`src/sv/pts_pkg.sv`:
```
package pts_pkg;

	localparam int SlotW = 6;
	localparam int PosW = 20;
	localparam int PixW = 16;
	localparam int LifeW = 11;
	localparam int GapW = 12;
	localparam int MinW = 8;
	localparam int HotW = 12;
	localparam int TimeW = 32;
	localparam int OpacW = 8;
	localparam int NumW = 19;
	localparam int CfgIdxW = 3;
	localparam int CfgDataW = 12;
	localparam int OpacityFull = 217;

	typedef enum logic [CfgIdxW-1:0] {
		CFG_LIFETIME = 3'd0,
		CFG_GAP = 3'd1,
		CFG_MIN_INTERVAL = 3'd2,
		CFG_HOTSPOT_X = 3'd3,
		CFG_HOTSPOT_Y = 3'd4
	} cfg_idx_t;

	localparam logic OP_MOVE = 1'b0;
	localparam logic OP_TICK = 1'b1;

	typedef struct packed {
		logic alive;
		logic signed [PosW-1:0] x;
		logic signed [PosW-1:0] y;
		logic [TimeW-1:0] born;
	} entry_t;

	// round half away from zero to whole pixels, saturated
	function automatic logic signed [PixW-1:0] to_pix(logic signed [PosW-1:0] p,
			logic [HotW-1:0] h);
		logic signed [PosW:0] d;
		logic [PosW:0] m;
		logic [PixW:0] r;
		logic [PixW:0] rn;
		logic signed [PixW-1:0] res;
		d = {p[PosW-1], p} - {{(PosW+1-HotW){1'b0}}, h};
		m = d[PosW] ? (~d + 1'b1) : d;
		r = (PixW+1)'((m + (PosW+1)'(8)) >> 4);
		rn = (PixW+1)'(0) - r;
		if (!d[PosW]) begin
			res = (r > (PixW+1)'(32767)) ? 16'sh7FFF : r[PixW-1:0];
		end else begin
			res = (r > (PixW+1)'(32768)) ? 16'sh8000 : rn[PixW-1:0];
		end
		return res;
	endfunction

endpackage

```
`src/sv/pts_div.sv`:
```
module pts_div (
	input logic clk,
	input logic arst_n,
	input logic start,
	input logic [pts_pkg::LifeW-1:0] diff,
	input logic [pts_pkg::LifeW-1:0] den,
	output logic done,
	output logic [pts_pkg::OpacW-1:0] quot
);
	import pts_pkg::*;

	logic busy_q;
	logic done_q;
	logic [2:0] cnt_q;
	logic [NumW-1:0] rem_q;
	logic [NumW-1:0] dsh_q;
	logic [OpacW-1:0] q_q;
	logic ge;

	assign ge = rem_q >= dsh_q;

	always_ff @(posedge clk or negedge arst_n) begin
		if (!arst_n) begin
			busy_q <= 1'b0;
			done_q <= 1'b0;
			cnt_q <= '0;
			rem_q <= '0;
			dsh_q <= '0;
			q_q <= '0;
		end else begin
			done_q <= 1'b0;
			if (start) begin
				busy_q <= 1'b1;
				cnt_q <= 3'd7;
				rem_q <= NumW'(diff) * NumW'(OpacityFull);
				dsh_q <= NumW'(den) << 7;
				q_q <= '0;
			end else if (busy_q) begin
				if (ge) begin
					rem_q <= rem_q - dsh_q;
				end
				q_q <= {q_q[OpacW-2:0], ge};
				dsh_q <= dsh_q >> 1;
				cnt_q <= cnt_q - 1'b1;
				if (cnt_q == 3'd0) begin
					busy_q <= 1'b0;
					done_q <= 1'b1;
				end
			end
		end
	end

	assign done = done_q;
	assign quot = q_q;

endmodule

```
`config.mk`:
```
export PLATFORM = sky130hd
export DESIGN_NAME = pts_div
export DESIGN_NICKNAME = d
export VERILOG_FILES = /design/src/sv/pts_pkg.sv /design/src/sv/pts_div.sv
export SDC_FILE = /design/constraint.sdc
export NUM_CORES = 1
export LEC_CHECK = 0
export BUFFER_PORTS_ARGS = -buffer_cell sky130_fd_sc_hd__buf_2
export CAP_MARGIN = 40
export CELL_PAD_IN_SITES_DETAIL_PLACEMENT = 0
export CELL_PAD_IN_SITES_GLOBAL_PLACEMENT = 1
export CORE_ASPECT_RATIO = 1.1
export CORE_UTILIZATION = 50
export CTS_CLUSTER_DIAMETER = 40
export DETAILED_ROUTE_END_ITERATION = 10
export PLACE_DENSITY_LB_ADDON = 0.1
export SETUP_SLACK_MARGIN = 0.1
export SLEW_MARGIN = 20
export SYNTH_ARGS = -nofsm -noshare
export SYNTH_HDL_FRONTEND = slang
export SYNTH_SLANG_ARGS = --single-unit
```
`constraint.sdc`:
```
create_clock -name clk -period 6.5 [get_ports clk]
set_input_delay 1.3 -clock clk [delete_from_list [all_inputs] [get_ports clk]]
set_output_delay 1.3 -clock clk [all_outputs]
set_load 0.02 [all_outputs]
```
Word-level counts from Yosys, hierarchy flattened
Index checks and enable logic that the tools add are counted.
Storage, ports and cells
  register bits: 51
  input bits: 25
  output and inout bits: 9
  word-level logic and storage cells: 29
Operators by class
  add/sub/neg operators: 2
  $mul: 1
  magnitude comparators: 1
  mux-type cells: 15
  reduce and logical (&&, ||, !) cells: 4
Operators with widths (count)
  19-bit 2-to-1 mux: 5
  19-bit greater-or-equal comparator: 1
  11-bit by 8-bit multiplier with 19-bit output (second input constant): 1
  19-bit subtractor: 1
  8-bit 2-to-1 mux: 2
  1-bit 2-to-1 mux: 6
  3-bit 2-to-1 mux: 2
  2-bit nonzero test: 2
  3-bit zero test: 1
  3-bit by 1-bit subtractor with 3-bit output (second input constant): 1
  2-bit AND reduction: 1

Depth between registers and ports, before layout
Gate-level depths: netlist of the first run.
  word-level depth: 4
  gate-level depth with buffers: 16
  mapped depth without buffers: 16

Worst setup path before layout of the first run
OpenSTA, ideal clock, no wires.
  kind: input to register
  from: input diff[6] (netlist bit)
  to: register rem_q[18]
  library setup time: 126 ps
  arrival time: 5120 ps
  required time: 6374 ps
  slack: 1254 ps
  stages on the path: 16
  path buffers: 0
  path through: ha_1 > inv_1 > fa_1 > inv_1 > fa_1 > inv_1 > fa_1 > inv_1 > ha_1 > or2_2 > o311ai_0 > a21oi_1 > a311oi_1 > o21ai_0 > mux2i_1 > a311o_1
On the way
  word-level cells in the longest chain between the ends: 2
RTL lines
  from (decl): line pts_div.sv:5  | input logic [pts_pkg::LifeW-1:0] diff,
  11-bit by 8-bit multiplier with 19-bit output: line pts_div.sv:35  | rem_q <= NumW'(diff) * NumW'(OpacityFull);
  19-bit 2-to-1 mux: line pts_div.sv:32  | if (start) begin
  to (signal assigned): line pts_div.sv:35
  to (signal assigned): line pts_div.sv:40  | rem_q <= rem_q - dsh_q;
  to (decl): line pts_div.sv:15  | logic [NumW-1:0] rem_q;
No other way between the ends.
A chain may end at the register's enable or synchronous reset.

Worst setup path after layout of the first run
Same ends and word-level chain as after synthesis.

==> impl_metrics.tcl, run 1 <==
set metrics [dict create \
    timing.rr.end "rem_q[1]" \
    synth_area_um2 4870 \
    finalHoldWorstSlack_ns 0.523 \
    comb_power_share 0.689 \
    worst_skew_pair.late_latency_ns 0.32 \
    synth_top_area_frac 0.257 \
    asyncSetResetFlopFracSynth 1.00 \
    yosysTopAreaCell "sky130_fd_sc_hd__dfrtp_1" \
    ant_nets 0 \
    worstPathRequired_ns 6.71 \
    final_hold_viol_count 0 \
    global_route.overflow_total 0 \
    avgSynthCellArea_um2 9.34 \
    final_layout_size_suffix_gt1_frac 0.111 \
    rsz0062_at_grt "no" \
    startpoint_class "input pin" \
    globalRouteTotalUtil 0.216 \
    gp_congestion 0.857 \
    fmaxAchievable_mhz 192 \
    cts_htree_levels 2 \
    post_synth_edffs 0 \
    row_cnt 37 \
    critical_path.endpoint_type "flip-flop" \
    layout.nets 666 \
    ios 34 \
    grt_first_pass_wirelength_mm 17.1 \
    hold_path_class "reg2reg" \
    worst_slew_margin_rel 0.566 \
    tightest_pin_transition_ns 0.651 \
    die-area_um2 10100 \
    clk_pin_slew_ns 0.10 \
    areaGrowthSynthToFinish_pct 7.53 \
    synth_top_family_by_area "adder cells" \
    buffers_added_on_ports 33 \
    hold_path_depth 2 \
    cts_tree "done" \
    min_to "quot[7]" \
    layout_min_cycle_time_ns 5.21 \
    seqPwrFrac 0.215 \
    cts_buffers 5 \
    initial_utilization 0.518 \
    cts_num_sinks 50 \
    maxSlewViolCount 0 \
    wl_per_cell_um 14.8 \
    post_synth_fa_ha_maj_area_fraction 0.273 \
    cts_repair_resize_count 0 \
    grt_max_degree 51 \
    dieWidth_um 96.1 \
    detailroute.via_count 3601 \
    floorplan.die.height_um 105 \
    synth_common_cells "sky130_fd_sc_hd__ha_1 (71), sky130_fd_sc_hd__inv_1 (71), sky130_fd_sc_hd__dfrtp_1 (50)" \
    worst_setup_path_type "in2reg" \
    crit_arrival_ns 5.42 \
    clk_path_buf_depth 2 \
    cts.root.buffer_cell "sky130_fd_sc_hd__clkbuf_8" \
    placeableCoreArea_um2 9400 \
    power-per-cell-area_nw_per_um2 392 \
    internal_power_mw 1.11 \
    yosysUniqueCellTypes 57 \
    finalClockSkew_ns 0.00663 \
    ir_drop_uv 165 \
    synthMuxAreaShare 0.0930 \
    via_count_of_the_first_global_routing_pass 3660 \
    timing.setup.tns_ns 0 \
    detail_route.vias_per_cell 5.41 \
    cts_post_setup_buffers_inserted 0 \
    finalCritPeriodShare 0.801 \
    synth_simple_gate_area_share 0.107 \
    setup_viol 0 \
    regToRegSetupSlack_ns 3.84 \
    drt-initial-drc-count 111 \
    yosys_register_bits 50 \
    swShare 0.460 \
    power.net_switching_mw 0.945 \
    pwr-share-clk 0.096 \
    total_leakage_power_nw 2.86 \
    crit_path_max_fanout 3 \
    min_delay_src "quot[7]" \
    remaining_drc_errors 0 \
    ys_seq_area_frac 0.257 \
    detail_route.first_pass.iterations 6 \
    detail_route.wirelength_mm 9.88 \
    syn_inst 521 \
    crit-reg2reg-launch "dsh_q[4]" \
    yosys.area_share.xor_xnor 0.0486 \
    max_cap_viol_count 0 \
    synthTopCellsByArea "sky130_fd_sc_hd__dfrtp_1 (26%), sky130_fd_sc_hd__ha_1 (18%), sky130_fd_sc_hd__fa_1 (9.0%)" \
    dpl.hpwl_mm 7.91 \
    antenna_found_initial 0 \
    synth-main-ff-cell "sky130_fd_sc_hd__dfrtp_1" \
    syn_nets 639 \
    run_status "finished, final reports clean" \
    yosysWarnings 0 \
    synth_compound_gate_area_share 0.146 \
    diodes 0 \
    rr_worst_depth 10 \
    post_cts_hold_buffer_count 0 \
]
metal layers:
metal / up-vias / GRT usage / part of all wire
li1: 1842 / - / -
met5: - / 0 / 0
met2: 61 / 0.368 / 0.48
met1: 1686 / 0.284 / 0.47
met3: 12 / 0.0209 / 0.027
met4: 0 / 0.0640 / 0.020
flip-flops by register name (all words and copies together), names as in the netlist:
signal	flops
done	1
cnt_q	3
busy_q	1
rem_q	19
dsh_q	18
quot	8
worst max path at each step:
| stage | cells after the start | end | start | slack [ns] |
|---|---|---|---|---|
| 2_1_floorplan | 16 | rem_q[18] | diff[6] | 1.25 |
| 3_3_place_gp | 17 | rem_q[18] | diff[6] | 0.97 |
| 3_5_place_dp | 17 | rem_q[18] | diff[6] | 0.93 |
| 4_1_cts | 17 | rem_q[18] | diff[6] | 1.26 |
| 5_1_grt | 17 | rem_q[18] | diff[6] | 1.00 |
| 6_report | 17 | rem_q[18] | diff[6] | 1.29 |
area by class of cell:
type / instances / area, um2
Clock buffer: 5 / 68.8
Clock inverter: 3 / 28.8
Fill cell: 923 / 4160
Inverter: 71 / 267
Multi-Input combinational cell: 382 / 3250
Sequential cell: 50 / 1250
Tap cell: 117 / 146
Timing Repair Buffer: 38 / 223
logic make-up (layout without fill, tap and decap cells):
kind of cell               after synthesis  after routing
AOI/OAI and AO/OA                      109            109
and+or+nand+nor                        108            108
adders and majority gates               93             93
buffers and inverters                   89            117
DFF                                     50             50
muxes                                   45             45
xor gates and xnor gates                27             27
layout by cell type, fill, tap and decap left out, types with 19 or more instances in the layout:
cell / count
sky130_fd_sc_hd__o21ai_0: 19
sky130_fd_sc_hd__a21oi_1: 38
sky130_fd_sc_hd__inv_1: 71
sky130_fd_sc_hd__buf_2: 33
sky130_fd_sc_hd__nor2_1: 33
sky130_fd_sc_hd__ha_1: 71
sky130_fd_sc_hd__mux2i_1: 43
sky130_fd_sc_hd__fa_1: 22
sky130_fd_sc_hd__dfrtp_1: 50
sky130_fd_sc_hd__nand2_1: 36
power groups by stage:
stage / combinational [mW] / sequential [mW] / clock (mW)
after floorplan: 1.14 / 0.434 / 0
after global placement: 1.37 / 0.443 / 0
after detailed placement: 1.41 / 0.446 / 0
after CTS: 1.43 / 0.440 / 0.203
after global routing: 1.61 / 0.450 / 0.212
final: 1.42 / 0.442 / 0.196
stage by stage:
stage               std cells  area, um2  setup WS (ns)  power [mW]   util
detailed placement        658       5140          0.931        1.86  0.547
global placement          657       5110          0.975        1.81  0.544
global route              666       5240           1.00        2.27  0.557
floorplan                 521       4870           1.25        1.58      -
finish                    666       5240           1.29        2.05  0.557
CTS                       666       5240           1.26        2.07  0.557
critical path, stage by stage:
cell	delay, ns
sky130_fd_sc_hd__buf_2	0.12
sky130_fd_sc_hd__ha_1	0.32
sky130_fd_sc_hd__inv_1	0.07
sky130_fd_sc_hd__fa_1	0.53
sky130_fd_sc_hd__inv_1	0.05
sky130_fd_sc_hd__fa_1	0.52
sky130_fd_sc_hd__inv_1	0.05
sky130_fd_sc_hd__fa_1	0.52
sky130_fd_sc_hd__inv_1	0.04
sky130_fd_sc_hd__ha_1	0.32
sky130_fd_sc_hd__or2_2	0.32
sky130_fd_sc_hd__o311ai_0	0.10
sky130_fd_sc_hd__a21oi_1	0.13
sky130_fd_sc_hd__a311oi_1	0.39
sky130_fd_sc_hd__o21ai_0	0.17
sky130_fd_sc_hd__mux2i_1	0.14
sky130_fd_sc_hd__a311o_1	0.31
Power figures use the tool's default switching activity.
==> run 2: changes to the inputs <==
- CORE_UTILIZATION: 50 -> 48
- clock period: 6.5 -> 5.1 ns (I/O delays scaled with it)
==> run 2 against run 1 <==
Against the previous run:
- the run now ends with design-rule violations left
- global-route usage is 0.78 points lower
- clock-buffer cell count unchanged
- total power up 30%
- sequential power is 26% higher
- largest power group unchanged
==> impl_metrics.tcl, run 2 (synthesized netlist as in run 1, its figures left out) <==
set metrics [dict create \
    cts_tree "done" \
    worst_setup_path_type "in2reg" \
    rsz0062_at_grt "no" \
    critPathSlowestCell "sky130_fd_sc_hd__fa_1" \
    floorplan.die.height_um 108 \
    rr_worst_depth 10 \
    tightest_pin_transition_ns 0.650 \
    largest-register "rem_q" \
    ios 34 \
    post_cts_hold_buffer_count 0 \
    finalHoldWorstSlack_ns 0.530 \
    regToRegSetupSlack_ns 2.34 \
    min_delay_src "quot[7]" \
    clk_path_buf_depth 2 \
    final_layout_size_suffix_gt1_frac 0.129 \
    cts_repair_resize_count 0 \
    buffers_added_on_ports 33 \
    run_status "finished, violations left" \
    layout_min_cycle_time_ns 4.74 \
    timing.setup.tns_ns 0 \
    setup_viol 0 \
    clk_pin_slew_ns 0.10 \
    cts.root.buffer_cell "sky130_fd_sc_hd__clkbuf_8" \
    critical_path.endpoint_type "flip-flop" \
    cts_num_sinks 50 \
    cts_htree_levels 2 \
    largest_register_ffs 19 \
    grt_max_degree 51 \
    fin_cells 679 \
    die-area_um2 10500 \
    cts_post_setup_buffers_inserted 0 \
    detailroute.via_count 3613 \
    crit-reg2reg-launch "dsh_q[2]" \
    placeableCoreArea_um2 9840 \
    ant_nets 0 \
    final_hold_viol_count 0 \
    failed_checks "design-rule violations" \
    initial_utilization 0.495 \
    detail_route.wirelength_mm 9.87 \
    crit_path_max_fanout 3 \
    critical_path.max_stage_delay_ns 0.53 \
    hold_path_depth 2 \
    row_cnt 38 \
    fmaxAchievable_mhz 211 \
    max_cap_viol_count 0 \
    via_count_of_the_first_global_routing_pass 3693 \
    worst_slack_ns 0.362 \
    dp_cells 670 \
    total_leakage_power_nw 2.90 \
    cts_buffers 5 \
    worst_skew_pair.late_latency_ns 0.32 \
    ir_drop_uv 175 \
    antenna_found_initial 0 \
    areaGrowthSynthToFinish_pct 9.28 \
    global_route.overflow_total 0 \
    dieWidth_um 98.0 \
    detail_route.first_pass.iterations 7 \
    gp_congestion 0.829 \
    worst_slew_margin_rel 0.567 \
    timing.rr.end "rem_q[0]" \
    remaining_drc_errors 2 \
    critical_path.cell_chain "buf_2 > ha_1 > inv_1 > fa_1 > inv_1 > fa_1 > inv_1 > fa_1 > inv_1 > ha_1 > or2_2 > o311ai_1 > a21oi_1 > a311oi_2 > o21ai_1 > mux2i_1 > a311o_1" \
    finalClockSkew_ns 0.00696 \
    min_to "quot[7]" \
    globalRouteTotalUtil 0.208 \
    finalCritPeriodShare 0.929 \
    crit_arrival_ns 4.95 \
    grt_first_pass_wirelength_mm 17.6 \
    timing.critical_path.mode_cell "sky130_fd_sc_hd__inv_1" \
    dpl.hpwl_mm 7.84 \
    drt-initial-drc-count 116 \
    diodes 0 \
    layout.nets 676 \
    wl_per_cell_um 14.5 \
    final_cell_mix "sky130_fd_sc_hd__inv_1 (71), sky130_fd_sc_hd__ha_1 (71), sky130_fd_sc_hd__dfrtp_1 (50)" \
    preCtsSetupSlack_ns -0.0934 \
    power-per-cell-area_nw_per_um2 501 \
    worstPathRequired_ns 5.31 \
    startpoint_class "input pin" \
    maxSlewViolCount 0 \
    hold_path_class "reg2reg" \
    power.total_mw 2.66 \
    detail_route.vias_per_cell 5.32 \
]
run 2: cell count changes in the layout (fill, tap and decap cells not counted), sizes merged:
cell	previous run	this run
buf	38	48
run 2: cell type report:
class	instances	area, um2
fill	954	4520
multi-input combinational	382	3260
sequential	50	1250
timing repair buffer	48	298
inverter	71	267
tap	120	150
clock buffer	5	68.8
clock inverter	3	28.8
run 2: stage by stage:
step                      utilization  cell area [um2]
after floorplan                     -             4870
after global placement          0.527             5190
after detailed placement        0.527             5190
after CTS                       0.537             5290
after global routing            0.541             5320
final                           0.541             5320
run 2: worst max-delay path: cells and delay by family:
family                   cells  cell delay, ns
buffers and inverters        5            0.32
AND/OR/NAND/NOR              1            0.31
multiplexers                 1            0.13
AO/OA/AOI/OAI                5            1.00
adder cells (fa/ha/maj)      5            2.16
run 2: worst max path at each step:
stage,from,end,depth (start not counted)
6_report,diff[6],rem_q[18],17
5_1_grt,diff[6],rem_q[18],17
4_1_cts,diff[6],rem_q[18],17
3_5_place_dp,diff[6],rem_q[18],17
3_3_place_gp,diff[6],rem_q[18],17
2_1_floorplan,diff[6],rem_q[18],16
run 2: layer usage:
layer	share of wire	track usage	routed length, um
met3	0.029	0.0247	285
met2	0.48	0.368	4710
met1	0.48	0.268	4690
met4	0.019	0.0541	187
met5	0	0	0
run 2: power by group:
part / leakage, nW / internal (mW) / switching [mW] / total [mW]
sequential: 0.614 / 0.495 / 0.0637 / 0.559
combinational: 2.24 / 0.854 / 0.998 / 1.85
clock: 0.0502 / 0.102 / 0.153 / 0.255
total: 2.90 / 1.45 / 1.21 / 2.66
